`src/design/cmdl_pkg.sv`:
```
// Shared constants, widths and control types for the modulated delay line.
package cmdl_pkg;

   // Store geometry (buffer depth is a power of two, channel index is one bit)
   localparam int BUFFER_DEPTH = 8192;
   localparam int CHANNELS     = 2;
   localparam int FRAC_BITS    = 8;
   localparam int CH_W         = 1;
   localparam int PTR_W        = $clog2(BUFFER_DEPTH);
   localparam int MEM_AW       = CH_W + PTR_W;
   localparam int MEM_DEPTH    = CHANNELS * BUFFER_DEPTH;
   localparam int TAPS         = 4;
   localparam int STEP_W       = $clog2(TAPS);

   // Sample and register widths
   localparam int SMP_W     = 16;
   localparam int LFO_FRAC  = 15;
   localparam int REG_W     = 21;
   localparam int CSR_IDX_W = 2;

   // Delay arithmetic widths
   localparam int POS_W  = PTR_W + FRAC_BITS;
   localparam int PROD_W = REG_W + 1 + SMP_W;
   localparam int MOD_W  = PROD_W - LFO_FRAC;
   localparam int DSUM_W = MOD_W + 1;

   // Interpolation widths: weights are exact at scale 2^WSCALE
   localparam int WSCALE = 3 * FRAC_BITS + 1;
   localparam int W_W    = 3 * FRAC_BITS + 3;
   localparam int IW     = W_W + 1;
   localparam int P_W    = W_W + SMP_W;
   localparam int ACC_W  = P_W + 2;
   localparam int Y_W    = ACC_W - WSCALE;

   // Register indexes
   localparam logic [CSR_IDX_W-1:0] CSR_CENTRE = 2'd0;
   localparam logic [CSR_IDX_W-1:0] CSR_DEPTH  = 2'd1;
   localparam logic [CSR_IDX_W-1:0] CSR_GUARD  = 2'd2;
   localparam logic [CSR_IDX_W-1:0] CSR_MAX    = 2'd3;

   // Register reset values
   localparam logic [REG_W-1:0] CENTRE_RST = 21'd245760;
   localparam logic [REG_W-1:0] DEPTH_RST  = 21'd245760;
   localparam logic [REG_W-1:0] GUARD_RST  = 21'd512;
   localparam logic [REG_W-1:0] MAX_RST    = 21'd1352704;

   // Sequencer strobes shared by the datapath units
   typedef struct packed {
      logic              load_mod;
      logic              load_dly;
      logic              load_pos;
      logic              rd_en;
      logic [STEP_W-1:0] step;
      logic              load_prod;
   } cmdl_ctl_type;

endpackage

```
`src/design/cmdl_delay_calc.sv`:
```
// Modulated delay, clamp and read position split into integer and fraction.
module cmdl_delay_calc (
   input  logic                              clock,
   input  cmdl_pkg::cmdl_ctl_type            ctl,
   input  logic signed [cmdl_pkg::SMP_W-1:0] lfo_value,
   input  logic [cmdl_pkg::REG_W-1:0]        centre,
   input  logic [cmdl_pkg::REG_W-1:0]        depth,
   input  logic [cmdl_pkg::REG_W-1:0]        guard,
   input  logic [cmdl_pkg::REG_W-1:0]        max_dly,
   input  logic [cmdl_pkg::PTR_W-1:0]        wp,
   output logic [cmdl_pkg::PTR_W-1:0]        ii,
   output logic [cmdl_pkg::FRAC_BITS-1:0]    frac
);
   import cmdl_pkg::*;

   localparam logic signed [PROD_W-1:0] MOD_HALF = PROD_W'(1) << (LFO_FRAC - 1);

   logic signed [PROD_W-1:0] prod_ff;
   logic signed [PROD_W-1:0] prod_in;
   logic signed [PROD_W-1:0] rnd;
   logic signed [MOD_W-1:0]  modv;
   logic signed [DSUM_W-1:0] dsum;
   logic signed [DSUM_W-1:0] guard_s;
   logic signed [DSUM_W-1:0] max_s;
   logic [REG_W-1:0]         dly_ff;
   logic [REG_W-1:0]         dly_in;
   logic [POS_W-1:0]         pos;
   logic [PTR_W-1:0]         ii_ff;
   logic [FRAC_BITS-1:0]     frac_ff;

   // Swing = depth * lfo
   assign prod_in = $signed({1'b0, depth}) * lfo_value;

   // Round swing half up to delay resolution, add centre, clamp
   always_comb begin
      rnd     = prod_ff + MOD_HALF;
      modv    = MOD_W'(rnd >>> LFO_FRAC);
      dsum    = DSUM_W'($signed({1'b0, centre})) + DSUM_W'(modv);
      guard_s = $signed(DSUM_W'(guard));
      max_s   = $signed(DSUM_W'(max_dly));
      if (dsum < guard_s) begin
         dly_in = guard;
      end else if (dsum > max_s) begin
         dly_in = max_dly;
      end else begin
         dly_in = dsum[REG_W-1:0];
      end
   end

   // Read position behind the advanced pointer, wrapping over the buffer
   assign pos = {wp, {FRAC_BITS{1'b0}}} - POS_W'(dly_ff);

   always_ff @(posedge clock) begin
      if (ctl.load_mod) begin
         prod_ff <= prod_in;
      end
      if (ctl.load_dly) begin
         dly_ff <= dly_in;
      end
      if (ctl.load_pos) begin
         ii_ff   <= pos[POS_W-1:FRAC_BITS];
         frac_ff <= pos[FRAC_BITS-1:0];
      end
   end

   assign ii   = ii_ff;
   assign frac = frac_ff;

endmodule

```
`config.mk`:
```
export PLATFORM = sky130hd
export DESIGN_NAME = cmdl_delay_calc
export DESIGN_NICKNAME = d
export VERILOG_FILES = /design/src/design/cmdl_pkg.sv /design/src/design/cmdl_delay_calc.sv
export SDC_FILE = /design/constraint.sdc
export NUM_CORES = 1
export LEC_CHECK = 0
export ABC_AREA = 1
export BUFFER_PORTS_ARGS = -buffer_cell sky130_fd_sc_hd__buf_2
export CORE_MARGIN = 3
export CORE_UTILIZATION = 60
export CTS_BUF_LIST = sky130_fd_sc_hd__clkbuf_8
export DETAILED_ROUTE_END_ITERATION = 7
export PLACE_DENSITY = 0.86
export SKIP_CTS_REPAIR_TIMING = 1
export SLEW_MARGIN = 0
export SYNTH_ARGS = -nofsm -noshare
export SYNTH_HDL_FRONTEND = slang
export SYNTH_SLANG_ARGS = --single-unit
```
`constraint.sdc`:
```
create_clock -name clock -period 20.8 [get_ports clock]
set_input_delay 4.16 -clock clock [delete_from_list [all_inputs] [get_ports clock]]
set_output_delay 4.16 -clock clock [all_outputs]
set_load 0.05 [all_outputs]
```
; ---- Word-level counts from Yosys, hierarchy flattened
; Index checks and enable logic that the tools add are counted.
[word_totals]
ff_bits = 80
out_inout_bits = 21
[classes]
add_sub_neg = 3
n_mul = 1
n_lt_le_gt_ge = 2
muxes = 2
[op_table]
columns = cell, n
row1 = $mux 21, 2
row2 = $add 38x16->38 const B, 1
row3 = $mul 22x16->38, 1
row4 = $add 22x23->24, 1
row5 = $gt 24x22->1, 1
row6 = $lt 24x22->1, 1
row7 = $sub 21x21->21, 1

; ---- Logic depth before layout (Yosys ltp)
; Gate-level depths: netlist of run 1.
[logic_depth]
word_depth = 5
depth_mapped = 34
ltp_nobuf = 33

; ---- Least setup slack after synthesis of run 1
; Ideal clock, no wire load.
[synth_timing]
path_kind = input -> register
from = input port depth[13] (netlist name)
to = register prod_ff[33] (data pin)
t_arrival_ns = 9.466
setup_slack_ns = 11.074
stages = 26
path_buffers = 2
cell_sequence = clkbuf_1 > clkbuf_1 > nand2_1 > fa_1 > inv_1 > fa_1 > inv_1 > fa_1 > inv_1 > fa_1 > inv_1 > fa_1 > fa_1 > inv_1 > ha_1 > a21oi_1 > nor2_1 > o21ai_0 > o211ai_1 > a211oi_1 > inv_1 > nand2_1 > nand2_1 > nand3_1 > nand2_1 > xor2_1
[synth_between]
elab_chain_cells = 1
[synth_rtl]
columns = item, line
row1 = "start, declared", cmdl_delay_calc.sv:7  ; input logic [cmdl_pkg::REG_W-1:0] depth,
row2 = $mul 22x16->38, cmdl_delay_calc.sv:32  ; assign prod_in = $signed({1'b0, depth}) * lfo_value;
row3 = net prod_in[33], cmdl_delay_calc.sv:19  ; logic signed [PROD_W-1:0] prod_in;
row4 = "end signal, assigned", cmdl_delay_calc.sv:55  ; prod_ff <= prod_in;
row5 = "end, declared", cmdl_delay_calc.sv:18  ; logic signed [PROD_W-1:0] prod_ff;
; The timed path passes the listed nets, and every way through them passes these cells.
; A chain may end at the register's enable or synchronous reset.

; ---- Worst setup path in the final report of run 1
[layout_timing]
from = input port lfo_value[15] (netlist name)
to = register prod_ff[33] (data pin)
[layout_between]
elab_chain_cells = 1
[layout_rtl]
columns = item, line
row1 = "start, declared", cmdl_delay_calc.sv:5  ; input logic signed [cmdl_pkg::SMP_W-1:0] lfo_value,
row2 = $mul 22x16->38, cmdl_delay_calc.sv:32
row3 = net prod_in[33], cmdl_delay_calc.sv:19
; The timed path passes the listed nets, and every way through them passes these cells.

==> summary.md, run 1 <==
| Metric | Value |
|---|---|
| Netlist cell types | 44 |
| Antenna violations before repair | 0 |
| Critical path class | input pin to register |
| Final Setup Violations | 0 |
| EDFF count, synth | 66 |
| Synthesized area | 17700 um2 |
| Global-route wire length before repair | 71300 um |
| Via count | 14900 |
| TNS Setup | 0 ps |
| Worst-Margin Slew | around 1100 ps |
| FMAX | between 90 and 100 MHz |
| DRC Markers | 0 |
| Die area | 31500 um2 |
| Area grow syn2layout | 6.05% |
| CP max stage delay | ~610 ps |
| Worst hold path cell count | 0 |
| Worst EP required | 20900 ps |
| Outcome | finished, final reports clean |
| R2r endpoint | dly_ff[17] |
| Synth Net Count | 2884 |
| Worst Hold Path EP | frac[0] |
| Arrival time at the worst endpoint | a little over 10000 ps |
| Slowest cell on crit path | inv_1 |
| Clock skew | 12.2 ps |
| R2r setup slk | 14800 ps |
| Largest family of logic cells by synthesized area | adder cells |
| GRT Util Overall | 27.9% |
| Row count | 62 |
| Max Cap Viol | 0 |
| Core Area | 28900 um2 |
| # nets final | 2956 |
| Min-Delay Path Class | register to register |
| Wirelength per Cell | 15.7 um |
| N_diodes | 0 |
| Max Transition Viols Final | 0 |
| Post-synth ARST share | 0% |
| Final wirelength | 43200 um |
| Worst Path Max Fanout | 22 |
| Sequential fraction of the synthesis area | about 11% |
| Pin count of the biggest net entering global routing | 25 |
| Post-synthesis adder-cell area fraction | 44.4% |
| Worst setup margin | around 11000 ps |
| CTS Root Cell | clkbuf_8 |
| RSZ-0062 raised after global routing | no |
| Most common cell after layout, fill and taps aside | inv_1 |
| CP most frequent cell | fa_1 |
| H-tree levels | 3 |
| Dpl hpwl | 35500 um |
| Commonest non-fill, non-tap cells in the layout | inv_1 (613), nand2_1 (561), fa_1 (264) |
| Die height | roughly 180 um |
| Ys flop type | edfxtp_1 |
| Worst-path clk slew | 80 ps |
| Final Wtd Congestion | 0.910 |
| HP Start | dly_ff[0] |
| Vias/cell | 5.42 |
| CTS Sinks | 66 |
| DIE WIDTH | 178 um |
| Crit path capture type | register |
| Final ANT Viol Nets | 0 |
| Warnings from Yosys | 0 |
| Post-synthesis xor/xnor area fraction | 3.97% |
| IO Port Bufs | 137 |
| Clock buffer depth | 2 |
| CP Launch Type | input pin |
| Layout cell share with drive strength beyond 1 | 9.83% |
| CTS Buf Count | 9 |
| Final hold vios | 0 |
| Synth Area in Compound Gates | 4.96% |
| Multiplexer area fraction after synthesis | 0% |
| Post-layout min period | between 10000 and 15000 ps |
| CP Cell Sequence | buf_2 > inv_1 > or2_2 > fa_1 > fa_1 > inv_1 > fa_1 > fa_1 > fa_1 > fa_1 > ha_1 > a21oi_1 > inv_1 > o21ai_0 > o211ai_1 > a211oi_1 > inv_1 > nand2_1 > nand2_1 > nand3_1 > nand2_1 > xor2_1 |
| Seq cells post-synth | 66 |
| Ports | 142 |
| Drt pass-1 iters | 7 |
| Register-to-Register Path Depth | 31 |
| Vias in the first global route | 15600 |
| TritonCTS clock tree | yes |
| Initial Util | around three fifths |
| Clock Latency Late Sink | 360 ps |
| Simple-gate share of the synthesized area | between 20 and 25% |
| RR Startpoint | prod_ff[14] |
| Syn_area_per_cell | 7.70 um2 |
| Fillers | 2436 |
| Relative slew slack | 25.6% |
| Dpl ws | between 10000 and 15000 ps |
| Mapped Cells | 2294 |
| Total congestion overflow | 0 |
| Fin crit share | 48.1% |
| Iter 0 DRT Violations | between 900 and 1000 |
==> cells by family (layout without fill, tap and decap cells) <==
family / count (synthesis) / in the layout
AOI/OAI and AO/OA: 157 / 157
xor gates and xnor gates: 80 / 80
adders and majority gates: 469 / 469
buffers and inverters: 695 / 772
DFF: 66 / 66
and+or+nand+nor: 827 / 827
==> cells in the mapped netlist, types with 3 or more instances <==
cell type,instances,area (um2)
inv_1,613,2300
nand2_1,561,2110
fa_1,264,5290
ha_1,205,2560
nor2_1,88,330
a21oi_1,83,415
edfxtp_1,66,1980
clkbuf_1,64,240
xor2_1,58,508
nand3_1,38,190
nand4_1,37,231
o21ai_0,33,165
nand2_2,28,175
nand3_2,23,230
nor3_1,22,110
xnor2_1,22,193
or2_2,9,56.3
a31oi_1,8,50.1
a211oi_1,7,52.6
o21a_1,6,45.0
buf_2,5,25.0
inv_2,5,18.8
nor2_2,5,31.3
nor2_4,5,56.3
o211ai_1,5,37.5
o21bai_1,5,37.5
nor3b_1,3,22.5
==> registers in the layout, summed over array words and instances (netlist names) <==
name	cells
ii	13
prod_ff	24
dly_ff	21
frac	8
==> metrics by stage <==
stage                     utilization, %  hold WS (ps)  cells  instance area (um2)
after floorplan                        -           472   2294                17700
final                               64.9           493   2755                18700
after detailed placement            64.2           491   2739                18500
after global placement              64.2           485   2739                18500
after CTS                           64.9           500   2755                18700
after global routing                64.9           523   2755                18700
==> layer usage <==
metal,global-route usage [%],routed length (um),vias to the layer above
met5,0,0,-
met4,12.2,1950,0
met3,3.59,3230,186
met2,51.0,21900,645
met1,32.8,16100,7093
li1,-,-,7004
==> area by class of cell <==
| class | instances | area, um2 | area share (%) |
|---|---|---|---|
| clock buffers | 9 | 124 | 0.661 |
| clock inverters | 7 | 101 | 0.541 |
| inverters | 619 | 2320 | 12.4 |
| multi-input cells | 1533 | 13000 | 69.6 |
| flip-flops and latches | 66 | 1980 | 10.6 |
| well taps | 384 | 480 | 2.56 |
| repair buffers | 137 | 686 | 3.66 |
==> worst max-delay path: cells and delay by family <==
family	cells	cell delay, ps
AOI/OAI and AO/OA	4	1090
xor gates and xnor gates	1	140
adders and majority gates	7	3170
buffers and inverters	5	960
and+or+nand+nor	5	570
==> worst max-delay path by stage <==
stage | from | end | depth (start not counted)
final | lfo_value[15] | prod_ff[33] | 22
after global routing | lfo_value[1] | prod_ff[33] | 25
after CTS | lfo_value[1] | prod_ff[33] | 25
after detailed placement | lfo_value[1] | prod_ff[33] | 25
after global placement | lfo_value[15] | prod_ff[33] | 24
after floorplan | depth[13] | prod_ff[33] | 26
Power of run 1 is left out: the tool's default activity adds up to more than one toggle a clock period on the data nets, which glitch-free logic cannot reach.
==> inputs of run 2 (changes only) <==
==> constraint.sdc (replaced) <==
create_clock -name clock -period 10.3 [get_ports clock]
set_input_delay 2.06 -clock clock [delete_from_list [all_inputs] [get_ports clock]]
set_output_delay 2.06 -clock clock [all_outputs]
set_load 0.05 [all_outputs]
==> run 2 against run 1 <==
Net effect:
- via count increased by 0.46%
- highest routed layer unchanged
- die area did not move
- hold slack improved by 23 ps
- first-iteration DRC count fell by 3.4%
==> summary.md, run 2 (same netlist as run 1, synthesis figures left out) <==
| Metric | Value |
|---|---|
| Most flops, register | prod_ff (unchanged) |
| Max Transition Viols Final | 0 (unchanged) |
| Relative slew slack | 24.7% (was 25.6%) |
| TritonCTS clock tree | yes (unchanged) |
| Outcome | finished, final reports clean (unchanged) |
| Worst-Margin Slew | 1130 ps (was 1110 ps) |
| Worst Path Max Fanout | 20 (was 22) |
| Arrival time at the worst endpoint | 8180 ps (was 10110 ps) |
| Reg area | 1980 um2 (unchanged) |
| DIE WIDTH | 178 um (unchanged) |
| # nets final | 2956 (unchanged) |
| Dpl hpwl | 35200 um (was 35500 um) |
| IO Port Bufs | 137 (unchanged) |
| TNS Setup | 0 ps (unchanged) |
| Final ANT Viol Nets | 0 (unchanged) |
| Final hold vios | 0 (unchanged) |
| Final Setup Violations | 0 (unchanged) |
| Die area | 31500 um2 (unchanged) |
| CP Launch Type | input pin (unchanged) |
| Area grow syn2layout | 6.06% (was 6.05%) |
| Fin crit share | 78.4% |
| Vias/cell | 5.44 (was 5.42) |
| Final wirelength | 43300 um (was 43200 um) |
| Row count | 62 (unchanged) |
| Core Area | 28900 um2 (unchanged) |
| Final Wtd Congestion | 0.898 (was 0.910) |
| Wirelength per Cell | 15.7 um (about the same) |
| Global-route wire length before repair | 71800 um (was 71300 um) |
| Via count | 15000 (was 14900) |
| Most common cell after layout, fill and taps aside | inv_1 (unchanged) |
| CTS Sinks | 66 (unchanged) |
| Crit path capture type | register (unchanged) |
| CTS Root Cell | clkbuf_8 (unchanged) |
| Antenna violations before repair | 0 (unchanged) |
| Critical path class | input pin to register (unchanged) |
| Max Cap Viol | 0 (unchanged) |
| CTS Buf Count | 9 (unchanged) |
| GRT Util Overall | 28.0% (was 27.9%) |
| Die height | 178 um (unchanged) |
| N_diodes | 0 (unchanged) |
| Clock Latency Late Sink | 360 ps (about the same) |
| Commonest non-fill, non-tap cells in the layout | inv_1 (613), nand2_1 (561), fa_1 (264) (unchanged) |
| Iter 0 DRT Violations | 876 (was 907) |
| Max reg flops | 24 (unchanged) |
| Final core occ | 64.9% (about the same) |
| Pin count of the biggest net entering global routing | 25 (unchanged) |
| Slowest cell on crit path | fa_1 (was inv_1) |
| Layout cell share with drive strength beyond 1 | 9.83% (unchanged) |
| Clock buffer depth | 2 (unchanged) |
| Worst EP required | 10400 ps (was 20900 ps) |
| Fillers | 2394 (was 2436) |
| Vias in the first global route | 15700 (was 15600) |
| Ports | 142 (unchanged) |
| Initial Util | 61.2% (unchanged) |
| Post-layout min period | 8080 ps |
| H-tree levels | 3 (unchanged) |
| Clock skew | 11.7 ps (was 12.2 ps) |
| Area of the multi-input gates | 13000 um2 (unchanged) |
| Fin Hold WS | 516 ps (was 493 ps) |
| Total congestion overflow | 0 (unchanged) |
| RSZ-0062 raised after global routing | no (unchanged) |
| FMAX | 124 MHz |
| Min-Delay Path Class | register to register (unchanged) |
| CP max stage delay | 560 ps (was 610 ps) |
| Worst-path clk slew | 70 ps (was 80 ps) |
| DRC Markers | 0 (unchanged) |
| Drt pass-1 iters | 5 (was 7) |
## run 2: cell types whose count changed in the layout (fill, tap and decap cells not counted)
cell,change
clkinv_4,+2
clkinvlp_4,-1
inv_6,-1
## run 2: worst max-delay path: cells and delay by family
family	cells	cell delay, ps
XOR/XNOR	1	140
AO/OA/AOI/OAI	4	1080
adder cells (fa/ha/maj)	7	3470
buffers and inverters	7	800
AND/OR/NAND/NOR	6	590
## run 2: path summary, 6_finish.rpt
kind / start / to / slack [ps] / cells after the start
max: lfo_value[1] / prod_ff[33] / 2220 / 25
min: dly_ff[0] / frac[0] / 520 / 0
max reg2reg: prod_ff[15] / dly_ff[17] / 4430 / 31
min reg2reg: dly_ff[0] / frac[0] / 520 / 0
## run 2: layout make-up
type | instances | area share [%]
clock buffers | 9 | 0.661
clock inverters | 7 | 0.547
inverters | 619 | 12.4
multi-input cells | 1533 | 69.6
flip-flops and latches | 66 | 10.6
well taps | 384 | 2.56
repair buffers | 137 | 3.66
## run 2: metal layers
| metal | GRT usage [%] | up-vias | share of wire, % |
|---|---|---|---|
| met4 | 11.7 | 0 | 3.9 |
| met5 | 0 | - | 0 |
| met2 | 50.7 | 679 | 51 |
| met3 | 3.94 | 160 | 7.8 |
| met1 | 33.2 | 7156 | 37 |
| li1 | - | 7001 | - |
## run 2: through the flow
stage          worst slack (ps)  instances  cell area [um2]
3_3_place_gp               2120       2739            18500
3_5_place_dp               2070       2739            18500
5_1_grt                    2100       2755            18700
2_1_floorplan              2670       2294            17700
4_1_cts                    2440       2755            18700
6_report                   2220       2755            18700
Power of run 2 is left out for the same reason.
